## src/hw/rtl/rarp_pkg.sv

```systemverilog
// Shared types and constants for the rack-aware replica picker.
// Used by every module under hw/rtl; depends on nothing else.
`timescale 1ns / 1ps

package rarp_pkg;

    localparam int ZONES  = 4;
    localparam int RACKS  = 16;
    localparam int NODES  = 256;

    localparam int EP_W   = 8;
    localparam int ZONE_W = 2;
    localparam int RACK_W = 4;
    localparam int SLOT_W = ZONE_W + RACK_W;
    localparam int SLOTS  = ZONES * RACKS;
    localparam int CNT_W  = 8;
    localparam int REP_W  = 9;
    localparam int ZCNT_W = 3;
    localparam int BYTE_W = 8;

    localparam int CFG_IDX_W = 2;
    localparam int CFG_W     = 32;

    localparam int IN_TDATA_W  = 16;
    localparam int OUT_TDATA_W = 16;
    localparam int OUT_USED_W  = 1 + CNT_W + 1 + 1;
    localparam int OUT_PAD_W   = OUT_TDATA_W - OUT_USED_W;

    typedef enum logic [CFG_IDX_W-1:0] {
        CFG_RF    = 2'd0,
        CFG_RACKS = 2'd1,
        CFG_NODES = 2'd2
    } cfg_idx_t;

    typedef enum logic {
        FUNC_START = 1'b0,
        FUNC_OFFER = 1'b1
    } func_t;

    typedef struct packed {
        func_t             func;
        logic [EP_W-1:0]   endpoint;
        logic [ZONE_W-1:0] zone;
        logic [RACK_W-1:0] rack;
    } item_t;

    typedef struct packed {
        logic             accepted;
        logic [CNT_W-1:0] position;
        logic             all_done;
        logic             status;
    } result_t;

endpackage

```

## src/hw/rtl/rarp_in_stage.sv

```systemverilog
// Input register of the replica picker: holds one offered transaction.
// Depends on rarp_pkg.
`timescale 1ns / 1ps

module rarp_in_stage (
    input  logic            aclk,
    input  logic            aresetn,
    input  logic            s_valid,
    output logic            s_ready,
    input  rarp_pkg::item_t s_item,
    output logic            q_valid,
    input  logic            q_ready,
    output rarp_pkg::item_t q_item
);
    import rarp_pkg::*;

    logic  valid_reg;
    logic  valid_next;
    item_t item_reg;

    // The held item leaves whenever the core can pass it on.
    assign s_ready = !valid_reg || q_ready;

    always_comb begin
        valid_next = valid_reg;
        if (s_valid && s_ready) begin
            valid_next = 1'b1;
        end else if (q_ready) begin
            valid_next = 1'b0;
        end
    end

    always_ff @(posedge aclk) begin
        if (!aresetn) begin
            valid_reg <= 1'b0;
        end else begin
            valid_reg <= valid_next;
        end
        if (s_valid && s_ready) begin
            item_reg <= s_item;
        end
    end

    assign q_valid = valid_reg;
    assign q_item  = item_reg;

endmodule

```

## src/hw/rtl/rarp_core.sv

```systemverilog
// Search state and per-item decision logic of the replica picker.
// Holds the configuration tables; depends on rarp_pkg.
`timescale 1ns / 1ps

module rarp_core (
    input  logic                          aclk,
    input  logic                          aresetn,
    input  logic                          cfg_we,
    input  logic [rarp_pkg::CFG_IDX_W-1:0] cfg_addr,
    input  logic [rarp_pkg::CFG_W-1:0]     cfg_wdata,
    input  logic                          in_valid,
    input  rarp_pkg::item_t               in_item,
    input  logic                          out_ready,
    output logic                          res_valid,
    output rarp_pkg::result_t             res
);
    import rarp_pkg::*;

    logic [CFG_W-1:0] rf_table_reg;
    logic [CFG_W-1:0] rack_table_reg;
    logic [CFG_W-1:0] node_table_reg;

    logic [SLOTS-1:0]                seen_reg,    seen_next;
    logic [NODES-1:0]                chosen_reg,  chosen_next;
    logic [ZONES-1:0][CNT_W-1:0]     left_reg,    left_next;
    logic [ZONES-1:0][REP_W-1:0]     rep_reg,     rep_next;
    logic [ZONES-1:0]                tracked_reg, tracked_next;
    logic [ZCNT_W-1:0]               ztf_reg,     ztf_next;
    logic [CNT_W-1:0]                count_reg,   count_next;

    logic fire;
    assign fire      = in_valid && out_ready;
    assign res_valid = fire;

    always_ff @(posedge aclk) begin
        if (!aresetn) begin
            rf_table_reg   <= '0;
            rack_table_reg <= '0;
            node_table_reg <= '0;
        end else if (cfg_we) begin
            case (cfg_idx_t'(cfg_addr))
                CFG_RF:    rf_table_reg   <= cfg_wdata;
                CFG_RACKS: rack_table_reg <= cfg_wdata;
                CFG_NODES: node_table_reg <= cfg_wdata;
                default:   ;
            endcase
        end
    end

    always_comb begin
        logic [BYTE_W-1:0] rf_b;
        logic [BYTE_W-1:0] rk_b;
        logic [BYTE_W-1:0] nd_b;
        logic [SLOT_W-1:0] slot;
        logic [CNT_W-1:0]  cur_left;
        logic [REP_W-1:0]  cur_rep;
        logic              take;

        seen_next    = seen_reg;
        chosen_next  = chosen_reg;
        left_next    = left_reg;
        rep_next     = rep_reg;
        tracked_next = tracked_reg;
        ztf_next     = ztf_reg;
        count_next   = count_reg;
        res          = '0;
        take         = 1'b0;
        slot         = {in_item.zone, in_item.rack};
        cur_left     = left_reg[in_item.zone];
        cur_rep      = rep_reg[in_item.zone];
        rf_b         = '0;
        rk_b         = '0;
        nd_b         = '0;

        if (fire) begin
            if (in_item.func == FUNC_START) begin
                seen_next   = '0;
                chosen_next = '0;
                count_next  = '0;
                ztf_next    = '0;
                for (int z = 0; z < ZONES; z++) begin
                    rf_b = rf_table_reg[BYTE_W*z +: BYTE_W];
                    rk_b = rack_table_reg[BYTE_W*z +: BYTE_W];
                    nd_b = node_table_reg[BYTE_W*z +: BYTE_W];
                    tracked_next[z] = (rf_b != '0) && (nd_b != '0);
                    if (tracked_next[z]) begin
                        left_next[z] = (rf_b < nd_b) ? rf_b : nd_b;
                        rep_next[z]  = {1'b0, rf_b} - {1'b0, rk_b};
                        ztf_next     = ztf_next + ZCNT_W'(1);
                    end else begin
                        left_next[z] = '0;
                        rep_next[z]  = '0;
                    end
                end
            end else if (tracked_reg[in_item.zone] && (cur_left != '0)) begin
                // Every field value is in range at these widths.
                if (!seen_reg[slot]) begin
                    if (chosen_reg[in_item.endpoint]) begin
                        res.status = 1'b1;
                    end else begin
                        seen_next[slot] = 1'b1;
                        take            = 1'b1;
                    end
                end else if ($signed(cur_rep) > $signed(REP_W'(0)) &&
                             !chosen_reg[in_item.endpoint]) begin
                    rep_next[in_item.zone] = cur_rep - REP_W'(1);
                    take                   = 1'b1;
                end
                if (take) begin
                    chosen_next[in_item.endpoint] = 1'b1;
                    left_next[in_item.zone]       = cur_left - CNT_W'(1);
                    res.accepted                  = 1'b1;
                    res.position                  = count_reg;
                    count_next                    = count_reg + CNT_W'(1);
                    if (cur_left == CNT_W'(1) && ztf_reg != '0) begin
                        ztf_next = ztf_reg - ZCNT_W'(1);
                    end
                end
            end
            res.all_done = (ztf_next == '0);
        end
    end

    always_ff @(posedge aclk) begin
        if (!aresetn) begin
            seen_reg    <= '0;
            chosen_reg  <= '0;
            left_reg    <= '0;
            rep_reg     <= '0;
            tracked_reg <= '0;
            ztf_reg     <= '0;
            count_reg   <= '0;
        end else begin
            seen_reg    <= seen_next;
            chosen_reg  <= chosen_next;
            left_reg    <= left_next;
            rep_reg     <= rep_next;
            tracked_reg <= tracked_next;
            ztf_reg     <= ztf_next;
            count_reg   <= count_next;
        end
    end

`ifndef SYNTHESIS
    logic [ZONES-1:0] zone_open;
    always_comb begin
        for (int z = 0; z < ZONES; z++) begin
            zone_open[z] = tracked_reg[z] && (left_reg[z] != '0);
        end
    end

    // The fill count always equals the number of tracked zones still open.
    a_ztf_matches_open: assert property (@(posedge aclk) disable iff (!aresetn)
        ztf_reg == ZCNT_W'($countones(zone_open)))
        else $error("zones_to_fill disagrees with open zones");

    // A start empties both bitmaps and the replica count.
    a_start_clears: assert property (@(posedge aclk) disable iff (!aresetn)
        fire && in_item.func == FUNC_START |=>
            count_reg == '0 && chosen_reg == '0 && seen_reg == '0)
        else $error("start did not clear the search state");

    // An accepted offer marks its endpoint as chosen.
    a_accept_marks: assert property (@(posedge aclk) disable iff (!aresetn)
        fire && res.accepted |=> chosen_reg[$past(in_item.endpoint)])
        else $error("accepted endpoint not marked");

    // Offers never change which zones take part in the search.
    a_offer_keeps_tracked: assert property (@(posedge aclk) disable iff (!aresetn)
        fire && in_item.func == FUNC_OFFER |=> $stable(tracked_reg))
        else $error("offer changed the tracked zones");
`endif

endmodule

```

## src/hw/rtl/rarp_out_stage.sv

```systemverilog
// Result register of the replica picker: holds one result until taken.
// Depends on rarp_pkg.
`timescale 1ns / 1ps

module rarp_out_stage (
    input  logic              aclk,
    input  logic              aresetn,
    input  logic              d_valid,
    output logic              d_ready,
    input  rarp_pkg::result_t d_res,
    output logic              m_valid,
    input  logic              m_ready,
    output rarp_pkg::result_t m_res
);
    import rarp_pkg::*;

    logic    valid_reg;
    logic    valid_next;
    result_t res_reg;

    // A new result may replace the held one in the cycle it is taken.
    assign d_ready = !valid_reg || m_ready;

    always_comb begin
        valid_next = valid_reg;
        if (d_valid && d_ready) begin
            valid_next = 1'b1;
        end else if (m_ready) begin
            valid_next = 1'b0;
        end
    end

    always_ff @(posedge aclk) begin
        if (!aresetn) begin
            valid_reg <= 1'b0;
        end else begin
            valid_reg <= valid_next;
        end
        if (d_valid && d_ready) begin
            res_reg <= d_res;
        end
    end

    assign m_valid = valid_reg;
    assign m_res   = res_reg;

endmodule

```

## src/hw/rtl/rack_aware_replica_picker.sv

```systemverilog
// Top level of the rack-aware replica picker.
// Instantiates rarp_in_stage, rarp_core and rarp_out_stage; uses rarp_pkg.
`timescale 1ns / 1ps

// The picker takes one transaction per clock cycle while neither side stalls.
// An accepted input transaction passes through the input register and then
// the result register on its way to the master side. The single update stage
// between them lets each item read and write the rack and endpoint bitmaps and
// the per-zone counters combinationally, registering the update, so the
// next item always sees the state its predecessor left. A start transaction
// (tuser low) arms a new search from the three configuration tables and
// clears both bitmaps; an offer transaction (tuser high) presents one
// endpoint with its zone and rack. Every input transaction yields exactly one
// result. Configuration writes must only be issued while no transaction is in
// flight. Both sides may stall freely; while a result waits to be taken, the
// input register can still take one more item, and the update stage holds
// until the result register frees up.

module rack_aware_replica_picker (
    input  logic                                aclk,
    input  logic                                aresetn,
    // Configuration write port.
    input  logic                                cfg_we,
    input  logic [rarp_pkg::CFG_IDX_W-1:0]      cfg_addr,
    input  logic [rarp_pkg::CFG_W-1:0]          cfg_wdata,
    // Input stream.
    input  logic                                s_tvalid,
    output logic                                s_tready,
    // endpoint [7:0], zone [9:8], rack [13:10], zero [15:14]
    input  logic [rarp_pkg::IN_TDATA_W-1:0]     s_tdata,
    // func [0]: 0 start a search, 1 offer an endpoint
    input  logic                                s_tuser,
    // Result stream.
    output logic                                m_tvalid,
    input  logic                                m_tready,
    // accepted [0], position [8:1], all_done [9], status [10], zero [15:11]
    output logic [rarp_pkg::OUT_TDATA_W-1:0]    m_tdata
);
    import rarp_pkg::*;

    item_t   s_item;
    item_t   q_item;
    logic    q_valid;
    logic    core_ready;
    logic    res_valid;
    result_t core_res;
    result_t m_res;

    assign s_item.func     = func_t'(s_tuser);
    assign s_item.endpoint = s_tdata[EP_W-1:0];
    assign s_item.zone     = s_tdata[EP_W+ZONE_W-1:EP_W];
    assign s_item.rack     = s_tdata[EP_W+ZONE_W+RACK_W-1:EP_W+ZONE_W];

    rarp_in_stage u_in (
        .aclk    (aclk),
        .aresetn (aresetn),
        .s_valid (s_tvalid),
        .s_ready (s_tready),
        .s_item  (s_item),
        .q_valid (q_valid),
        .q_ready (core_ready),
        .q_item  (q_item)
    );

    rarp_core u_core (
        .aclk      (aclk),
        .aresetn   (aresetn),
        .cfg_we    (cfg_we),
        .cfg_addr  (cfg_addr),
        .cfg_wdata (cfg_wdata),
        .in_valid  (q_valid),
        .in_item   (q_item),
        .out_ready (core_ready),
        .res_valid (res_valid),
        .res       (core_res)
    );

    rarp_out_stage u_out (
        .aclk    (aclk),
        .aresetn (aresetn),
        .d_valid (res_valid),
        .d_ready (core_ready),
        .d_res   (core_res),
        .m_valid (m_tvalid),
        .m_ready (m_tready),
        .m_res   (m_res)
    );

    assign m_tdata = {{OUT_PAD_W{1'b0}}, m_res.status, m_res.all_done,
                      m_res.position, m_res.accepted};

endmodule

```

## config.mk

```make
export PLATFORM = sky130hd
export DESIGN_NAME = rack_aware_replica_picker
export DESIGN_NICKNAME = d
export VERILOG_FILES = /design/src/hw/rtl/rarp_pkg.sv /design/src/hw/rtl/rarp_in_stage.sv /design/src/hw/rtl/rarp_core.sv /design/src/hw/rtl/rarp_out_stage.sv /design/src/hw/rtl/rack_aware_replica_picker.sv
export SDC_FILE = /design/constraint.sdc
export NUM_CORES = 1
export LEC_CHECK = 0
export BUFFER_PORTS_ARGS = -buffer_cell sky130_fd_sc_hd__buf_2
export CORE_MARGIN = 2
export CORE_UTILIZATION = 27
export CTS_CLUSTER_SIZE = 20
export DETAILED_ROUTE_END_ITERATION = 12
export PLACE_DENSITY = 0.43
export SYNTH_ARGS = -nofsm -noshare
export SYNTH_HDL_FRONTEND = slang
export SYNTH_SLANG_ARGS = --single-unit
```

## constraint.sdc

```tcl
create_clock -name aclk -period 3.7 [get_ports aclk]
set_input_delay 1.11 -clock aclk [delete_from_list [all_inputs] [get_ports aclk]]
set_output_delay 1.11 -clock aclk [all_outputs]
set_load 0.03 [all_outputs]
```

==> results.tsv, run 1 <==
metric	value	unit
synth.avg_cell_area	9.36	um2
clk_latency	0.65	ns
via_count	19800	
slew_viol_final	0	
fp.dieW	307	um
yosysWarnings	0	
clock.fmax	0.270	GHz
critical_path_class	reg2reg	
cts_tree	yes	
whs	0.446	ns
grt_pass1_vias	19500	
grt_use_met3	0.0265	
post-route-util	0.323	
routedWlPerCell	19.0	um
yosysMostFrequentCell	dfxtp_1	
clock_path_buffers	3	
leakagePower	10.8	nW
p_seq_frac	0.441	
rsz0062_at_grt	true	
async_reset_ff_frac	0	
power	13.3	mW
ir_drop	0.319	mV
area_delta_synth_final	19.2	%
initial_core_util	0.271	
switching_share	0.254	
reg2reg_depth	14	
grt-ovfl-total	0	
grt_max_degree	112	
antenna_found_initial	4	
failed_checks	setup timing	
ios	74	
yosysTopAreaCell	dfxtp_1	
yosys_register_bits	527	
synth_ff_type	dfxtp_1	
worstSetupStartpointType	flop	
hold_depth	2	
power_density	452	nW/um2
status	finished with violations	
hold_class	reg2reg	
syn_inst	2643	
cp.required	4.21	ns
use_met2	0.251	
grt_usage	0.158	
synth_top_area_frac	0.405	
clockPowerShare	0.464	
crit_path_end_kind	flop	
tightest_slew	1.21	ns
cap_violations	0	
totalWireLength	75300	um
gp_congestion	0.802	
synth_edf_count	26	
p_comb_frac	0.096	
ys_types	68	
hpwl	52100	um
cts_buffers	60	
drc	0	
largest_register_ffs	256	
skew	0.0256	ns
num_rows	111	
slew_headroom	0.188	
via_per_inst	4.99	
fp.dieH	307	um
cts.sinks	527	
layout.nets	2855	
h-tree-depth	2	
ant_nets	0	
port_buffers	66	
n_antenna_cell	0	
p_int	9.93	mW
drive_gt1_frac	0.161	
grt_most_used_layer	met2	
hold_viol_final	0	
clk_pin_slew	0.06	ns
syn_area	24700	um2
setup-violations-final	2	
fin_crit_sh	1.00	
power.switching	3.39	mW
cts-root-buf	clkbuf_16	
worstPathMaxFanout	16	
synthTopCellsByCount	501 x dfxtp_1, 464 x nand2_1, 293 x o21ai_0	
cp.arrival	4.22	ns
ys_seq_area_frac	0.437	
post-route-min-period	3.70	ns
coreArea	91200	um2
die_area	94100	um2
synthTopCellsByArea	dfxtp_1 41%, mux4_2 8.9%, nand2_1 7.0%	
grt_pass1_wl	117000	um
setup_ws	-0.00478	ns
drt_pass1_iterations	5	
met1_usage	0.221	
drt-initial-drc-count	1378	
-- path summary, 6_finish.rpt --
| check | start | endpoint | slack, ns |
|---|---|---|---|
| max | u_in.q_item[6] | u_core.chosen_reg[40] | -0.005 |
| min | u_core.seen_reg[37] | u_core.seen_reg[37] | 0.45 |
| min reg2reg | u_core.seen_reg[37] | u_core.seen_reg[37] | 0.45 |
| max reg2reg | u_in.q_item[6] | u_core.chosen_reg[40] | -0.005 |
-- critical path: stages (launching register included) --
cell       delay (ns)
edfxtp_1         0.41
buf_12           0.17
buf_12           0.15
mux4_2           0.36
mux2i_1          0.10
mux4_2           0.54
mux4_2           0.51
mux2i_4          0.30
buf_12           0.16
buf_6            0.09
o31a_1           0.13
buf_6            0.13
nor3_4           0.06
clkbuf_16        0.20
a22o_1           0.21
-- layer usage --
layer	up-vias	wire length (um)
li1	9606	-
met1	9687	36200
met2	383	33900
met3	108	3550
met4	2	1640
met5	-	11
-- power by group through the flow --
stage | Clock [mW] | Sequential [mW] | Combinational, mW
after global routing | 6.58 | 5.88 | 1.40
after detailed placement | 0 | 6.00 | 1.25
after global placement | 0 | 5.99 | 1.24
after CTS | 6.35 | 5.87 | 1.26
after floorplan | 0 | 5.97 | 0.828
final | 6.18 | 5.87 | 1.27
-- final cells by class --
| cell class | instances | area [um2] |
|---|---|---|
| timing repair buffer | 204 | 1830 |
| clock inverter | 31 | 295 |
| clock buffer | 82 | 1770 |
| multi-input combinational | 1835 | 12900 |
| fill | 9316 | 61800 |
| tap | 1186 | 1480 |
| sequential | 527 | 10800 |
| inverter | 98 | 368 |
-- stage by stage --
stage / cell area, um2 / TNS, ns / worst slack, ns / cells
after floorplan: 24800 / 0 / 0.00479 / 2647
after global placement: 27100 / -12.83 / -0.133 / 3838
after detailed placement: 27100 / -14.04 / -0.163 / 3838
after CTS: 29300 / -0.177 / -0.0394 / 3958
after global routing: 29500 / -8.18 / -0.129 / 3963
final: 29500 / -0.00604 / -0.00478 / 3963
-- layout by cell type, fill, tap and decap left out, types with 19 or more instances in the layout --
| cell | synthesis | layout |
|---|---|---|
| o21ai_0 | 293 | 278 |
| nor2b_1 | 55 | 53 |
| mux2i_1 | 75 | 67 |
| mux4_2 | 98 | 98 |
| a21o_1 | 19 | 19 |
| edfxtp_1 | 26 | 26 |
| dfxtp_1 | 501 | 501 |
| a21boi_0 | 129 | 129 |
| inv_1 | 97 | 97 |
| nand3_1 | 64 | 61 |
| a21oi_1 | 53 | 52 |
| a22o_1 | 125 | 125 |
| ha_1 | 69 | 69 |
| and3_1 | 42 | 42 |
| o22ai_1 | 20 | 20 |
| a31oi_1 | 23 | 23 |
| nand2_1 | 464 | 464 |
| buf_2 | 32 | 65 |
| buf_12 | 0 | 30 |
| nor2_1 | 75 | 71 |
| nor3_1 | 30 | 28 |
| clkbuf_16 | 0 | 64 |
| buf_4 | 11 | 97 |
-- timing repair --
item,4_1_cts,5_1_grt
pin swaps,2,7
buffers inserted,7,3
hold endpoints to repair,0,0
hold buffers,0,0
cloned,1,2
resized for setup,12,46
endpoints found under the setup margin,280,249
-- kinds of logic (layout without fill, tap and decap cells) --
group,after synthesis,in the layout,synth area share
xor gates and xnor gates,33,33,0.0117
muxes,175,175,0.121
AOI/OAI and AO/OA,715,715,0.189
adders and majority gates,73,73,0.0381
other,1,5,0.000152
and+or+nand+nor,834,834,0.155
DFF,527,527,0.437
buffers and inverters,285,415,0.0484
(Power assumes the default switching activity.)
==> inputs of run 2 (changes only) <==
Settings changed: SKIP_LAST_GASP set to 1.
==> run 2 against run 1 <==
Compared with the run above:
- the run still ends with setup timing left
- maximum frequency about the same
- largest cell class unchanged
- highest routed layer unchanged
- critical path depth is the same
- worst setup slack better by 0.0024 ns
- sequential cell count is the same
- clock power is essentially flat
- utilization hardly changed
- routed wire length is essentially flat
- clock-buffer cell count did not move
- worst hold slack is essentially flat
- cell count is the same
==> results.tsv, run 2 (synthesized netlist as in run 1, its figures left out) <==
metric	value	unit	change
grt_pass1_vias	19500		unchanged
cts_tree	yes		unchanged
ir_drop	0.320	mV	was 0.319 mV
slew_viol_final	0		unchanged
drt_pass1_iterations	7		was 5
slew_headroom	0.192		was 0.188
grt-ovfl-total	0		unchanged
skew	0.0252	ns	was 0.0256 ns
fp.dieH	307	um	unchanged
final_common_cell	dfxtp_1		unchanged
coreArea	91200	um2	unchanged
area_delta_synth_final	19.1	%	was 19.2%
failed_checks	setup timing		unchanged
critical_path_class	reg2reg		unchanged
hold_viol_final	0		unchanged
cts-root-buf	clkbuf_16		unchanged
cap_violations	0		unchanged
tightest_slew	1.20	ns	was 1.21 ns
totalWireLength	75400	um	was 75,300 um
gp_congestion	0.802		unchanged
grt_pass1_wl	117000	um	unchanged
post-route-util	0.323		about the same
cp.arrival	4.22	ns	about the same
drc	0		unchanged
grt_max_degree	112		unchanged
clock.fmax	0.270	GHz	about the same
n_antenna_cell	0		unchanged
cp.required	4.21	ns	about the same
drive_gt1_frac	0.160		was 0.161
rsz0062_at_grt	true		unchanged
cts.sinks	527		unchanged
design_area	29500	um2	about the same
cts_buffers	60		unchanged
clk_pin_slew	0.06	ns	about the same
layout.nets	2855		unchanged
ios	74		unchanged
whs	0.446	ns	about the same
via_count	19800		about the same
leakagePower	10.8	nW	about the same
num_rows	111		unchanged
fin_crit_sh	1.00		about the same
largest_register_ffs	256		unchanged
worstPathMaxFanout	16		unchanged
initial_core_util	0.271		unchanged
die_area	94100	um2	unchanged
hpwl	52100	um	unchanged
dpl_cell_area	27100	um2	unchanged
mostFrequentLayoutCells	501 x dfxtp_1, 463 x nand2_1, 288 x o21ai_0		was 501 x dfxtp_1, 464 x nand2_1, 278 x o21ai_0
drt-initial-drc-count	1377		was 1,378
postCtsHoldBufs	0		unchanged
setup-violations-final	1		was 2
status	finished with violations		unchanged
ant_nets	0		unchanged
worstSetupStartpointType	flop		unchanged
crit_path_end_kind	flop		unchanged
via_per_inst	5.00		was 4.99
hold_class	reg2reg		unchanged
fp.dieW	307	um	unchanged
power_density	452	nW/um2	about the same
clk_latency	0.65	ns	about the same
setup_ws	-0.00236	ns	was -0.00478 ns
post-route-min-period	3.70	ns	about the same
routedWlPerCell	19.0	um	about the same
h-tree-depth	2		unchanged
grt_usage	0.158		unchanged
clock_path_buffers	3		unchanged
antenna_found_initial	4		unchanged
port_buffers	66		unchanged
## run 2: cell counts in the layout (fill, tap and decap cells not counted)
Identical to the previous run, type by type.
## run 2: final timing paths
| kind | start | endpoint | slack [ns] | cells past startpoint |
|---|---|---|---|---|
| setup / recovery | u_in.q_item[6] | u_core.chosen_reg[40] | -0.002 | 14 |
| hold / removal | u_core.seen_reg[37] | u_core.seen_reg[37] | 0.45 | 2 |
| setup reg to reg | u_in.q_item[6] | u_core.chosen_reg[40] | -0.002 | 14 |
| hold reg to reg | u_core.seen_reg[37] | u_core.seen_reg[37] | 0.45 | 2 |
## run 2: timing repair
item	CTS	global route
resized for setup	11	32
pin swaps	2	4
cloned	1	2
setup buffers	7	3
setup endpoints to repair	280	234
## run 2: layout make-up
type | count | area [um2]
clock buffers | 82 | 1770
repair buffers | 204 | 1820
clock inverters | 31 | 295
multi-input cells | 1835 | 12900
flip-flops and latches | 527 | 10800
inverters | 98 | 368
well taps | 1186 | 1480
fillers | 9320 | 61800
## run 2: worst max-delay path: stages (launching register included)
cell and delay [ns]:
edfxtp_1 0.41, buf_12 0.17, buf_12 0.15, mux4_2 0.35, mux2i_1 0.10, mux4_2 0.54
mux4_2 0.51, mux2i_4 0.30, buf_12 0.16, buf_6 0.09, o31a_1 0.13, buf_6 0.13
nor3_4 0.06, clkbuf_16 0.21, a22o_1 0.21
## run 2: where the power goes
part | total, mW | internal (mW) | switching (mW)
Clock | 6.18 | 3.67 | 2.51
Sequential | 5.87 | 5.80 | 0.0733
Combinational | 1.27 | 0.462 | 0.810
## run 2: layer usage
layer,GRT usage,part of all wire,up-vias
li1,-,-,9597
met1,0.221,0.48,9730
met2,0.251,0.45,377
met3,0.0265,0.044,105
met4,0.0402,0.022,2
met5,0,0.00015,-
## run 2: metrics by stage
step	setup TNS, ns	std cells	worst slack, ns	total power [mW]
2_1_floorplan	0	2647	0.00479	6.80
3_3_place_gp	-12.83	3838	-0.133	7.23
3_5_place_dp	-14.04	3838	-0.163	7.25
4_1_cts	-0.189	3958	-0.0394	13.5
5_1_grt	-10.07	3963	-0.133	13.9
6_report	-0.00236	3963	-0.00236	13.3
==> inputs of run 3 (changes only) <==
Settings changed: SETUP_SLACK_MARGIN set to 0.05.
==> run 3 against run 2 <==
Compared with the run above:
- the flow still finishes with violations (setup timing)
- final area increased by 0.34%
- largest cell class unchanged
- worst hold slack got worse by 0.0014 ns
- combinational power about the same
- non-clock buffer count increased by 11
- routed wire length decreased by 0.47%
- power increased by 0.58%
- sequential share of layout area decreased by 0.12 points
==> results.tsv, run 3 (synthesized netlist as in run 1, its figures left out) <==
metric	value	unit	change
status	finished with violations		unchanged
failed_checks	setup timing		unchanged
largest_register_ffs	256		unchanged
drc	0		unchanged
grt_usage	0.158		about the same
n_antenna_cell	0		unchanged
cp_cell_sequence	buf_12 -> buf_8 -> buf_4 -> mux4_2 -> mux2i_1 -> mux4_2 -> mux4_2 -> mux2i_4 -> buf_12 -> buf_6 -> buf_4 -> nor4_4 -> nand2_2 -> or3_4 -> buf_6 -> o21ai_1		was buf_12 -> buf_12 -> mux4_2 -> mux2i_1 -> mux4_2 -> mux4_2 -> mux2i_4 -> buf_12 -> buf_6 -> o31a_1 -> buf_6 -> nor3_4 -> clkbuf_16 -> a22o_1
hold_class	reg2reg		unchanged
via_per_inst	4.97		was 5.00
die_area	94100	um2	unchanged
fillCellCount	9318		was 9,320
cap_violations	0		unchanged
path_delay_family	multiplexers		unchanged
critical_path_class	reg2reg		unchanged
clock.fmax	0.265	GHz	was 0.270 GHz
slowest_stage	mux4_2		unchanged
dpl_cell_area	27100	um2	about the same
multi_input_area	12900	um2	about the same
num_rows	111		unchanged
clk_pin_slew	0.06	ns	about the same
cp.arrival	4.34	ns	was 4.22 ns
ir_drop	0.403	mV	was 0.320 mV
gp_congestion	0.821		was 0.802
tns	-0.795	ns	was -0.00236 ns
fp.dieH	307	um	unchanged
coreArea	91200	um2	unchanged
setup-violations-final	28		was 1
grt-ovfl-total	0		unchanged
fin_crit_sh	1.02		was 1.00
setup_ws	-0.0697	ns	was -0.00236 ns
reg2reg_depth	16		was 14
totalWireLength	75000	um	was 75,400 um
power	13.4	mW	was 13.3 mW
cts.sinks	527		unchanged
layout.nets	2867		was 2,855
port_buffers	66		unchanged
drive_gt1_frac	0.165		was 0.160
cts_tree	yes		unchanged
hold_depth	2		unchanged
hold_viol_final	0		unchanged
crit_path_end_kind	flop		unchanged
ant_nets	0		unchanged
drt_pass1_iterations	5		was 7
drt-initial-drc-count	1489		was 1,377
worstPathMaxFanout	6		was 16
grt_pass1_wl	117000	um	about the same
area_delta_synth_final	19.5	%	was 19.1%
final_common_cell	dfxtp_1		unchanged
critPathMaxStageDelay	0.48	ns	was 0.54 ns
critPathBufInv	7		was 6
power_density	454	nW/um2	was 452 nW/um2
h-tree-depth	2		unchanged
cts_buffers	61		was 60
antenna_found_initial	2		was 4
final-seq-area	10800	um2	unchanged
cts-root-buf	clkbuf_16		unchanged
clock_path_buffers	3		unchanged
rsz0062_at_grt	true		unchanged
cpMostUsedCell	mux4_2		
post-route-util	0.324		was 0.323
grt_max_degree	166		was 112
fp.dieW	307	um	unchanged
worstSetupStartpointType	flop		unchanged
via_count	19700		was 19,800
hpwl	52500	um	was 52,100 um
design_area	29600	um2	was 29,500 um2
cp.required	4.27	ns	was 4.21 ns
initial_core_util	0.271		unchanged
routedWlPerCell	18.9	um	was 19.0 um
post-route-min-period	3.77	ns	was 3.70 ns
leakagePower	10.9	nW	was 10.8 nW
worstSetupPathDepth	16		was 14
tightest_slew	1.14	ns	was 1.20 ns
ios	74		unchanged
mostFrequentLayoutCells	501 x dfxtp_1, 461 x nand2_1, 264 x o21ai_0		was 501 x dfxtp_1, 463 x nand2_1, 288 x o21ai_0
skew	0.0299	ns	was 0.0252 ns
slew_headroom	0.232		was 0.192
grt_pass1_vias	19900		was 19,500
clk_latency	0.66	ns	was 0.65 ns
place_ws	-0.240	ns	was -0.163 ns
slew_viol_final	0		unchanged
## run 3: worst register-to-register path, stage by stage (launching register included)
cell      delay, ns
edfxtp_1       0.41
buf_12         0.17
buf_8          0.13
buf_4          0.13
mux4_2         0.48
mux2i_1        0.29
mux4_2         0.28
mux4_2         0.26
mux2i_4        0.08
buf_12         0.14
buf_6          0.13
buf_4          0.14
nor4_4         0.26
nand2_2        0.13
or3_4          0.36
buf_6          0.15
o21ai_1        0.13
## run 3: path summary, 6_finish.rpt
kind,from,end,slack [ns]
hold reg to reg,u_core.seen_reg[17],u_core.seen_reg[17],0.44
setup reg to reg,u_in.q_item[6],u_core.seen_reg[29],-0.07
setup / recovery,u_in.q_item[6],u_core.seen_reg[29],-0.07
hold / removal,u_core.seen_reg[17],u_core.seen_reg[17],0.44
## run 3: final cells by class
type,count,share of cell area
Multi-Input combinational cell,1835,0.438
Sequential cell,527,0.366
Timing Repair Buffer,215,0.0630
Clock buffer,89,0.0610
Tap cell,1186,0.0502
Inverter,98,0.0124
Clock inverter,20,0.00952
## run 3: where the power goes
| group | internal (mW) | switching, mW |
|---|---|---|
| logic | 0.470 | 0.815 |
| registers | 5.80 | 0.0713 |
| clock network | 3.72 | 2.53 |
| total | 9.99 | 3.42 |
## run 3: layer usage
metal / GRT usage / vias up / part of all wire
met5: 0 / - / 0.00015
met1: 0.220 / 9613 / 0.48
li1: - / 9619 / -
met4: 0.0414 / 2 / 0.023
met3: 0.0294 / 108 / 0.051
met2: 0.251 / 382 / 0.45
## run 3: what timing repair did
action / CTS / global route
hold buffers: 0 / 0
endpoints found under the setup margin: 359 / 365
cloned: 0 / 0
pin swaps: 4 / 15
setup buffers: 5 / 11
gates resized for setup: 17 / 63
## run 3: stage by stage
step	hold slack (ns)	instances
global placement	0.429	3845
floorplan	0.417	2647
global route	0.471	3970
CTS	0.451	3959
finish	0.444	3970
detailed placement	0.437	3845
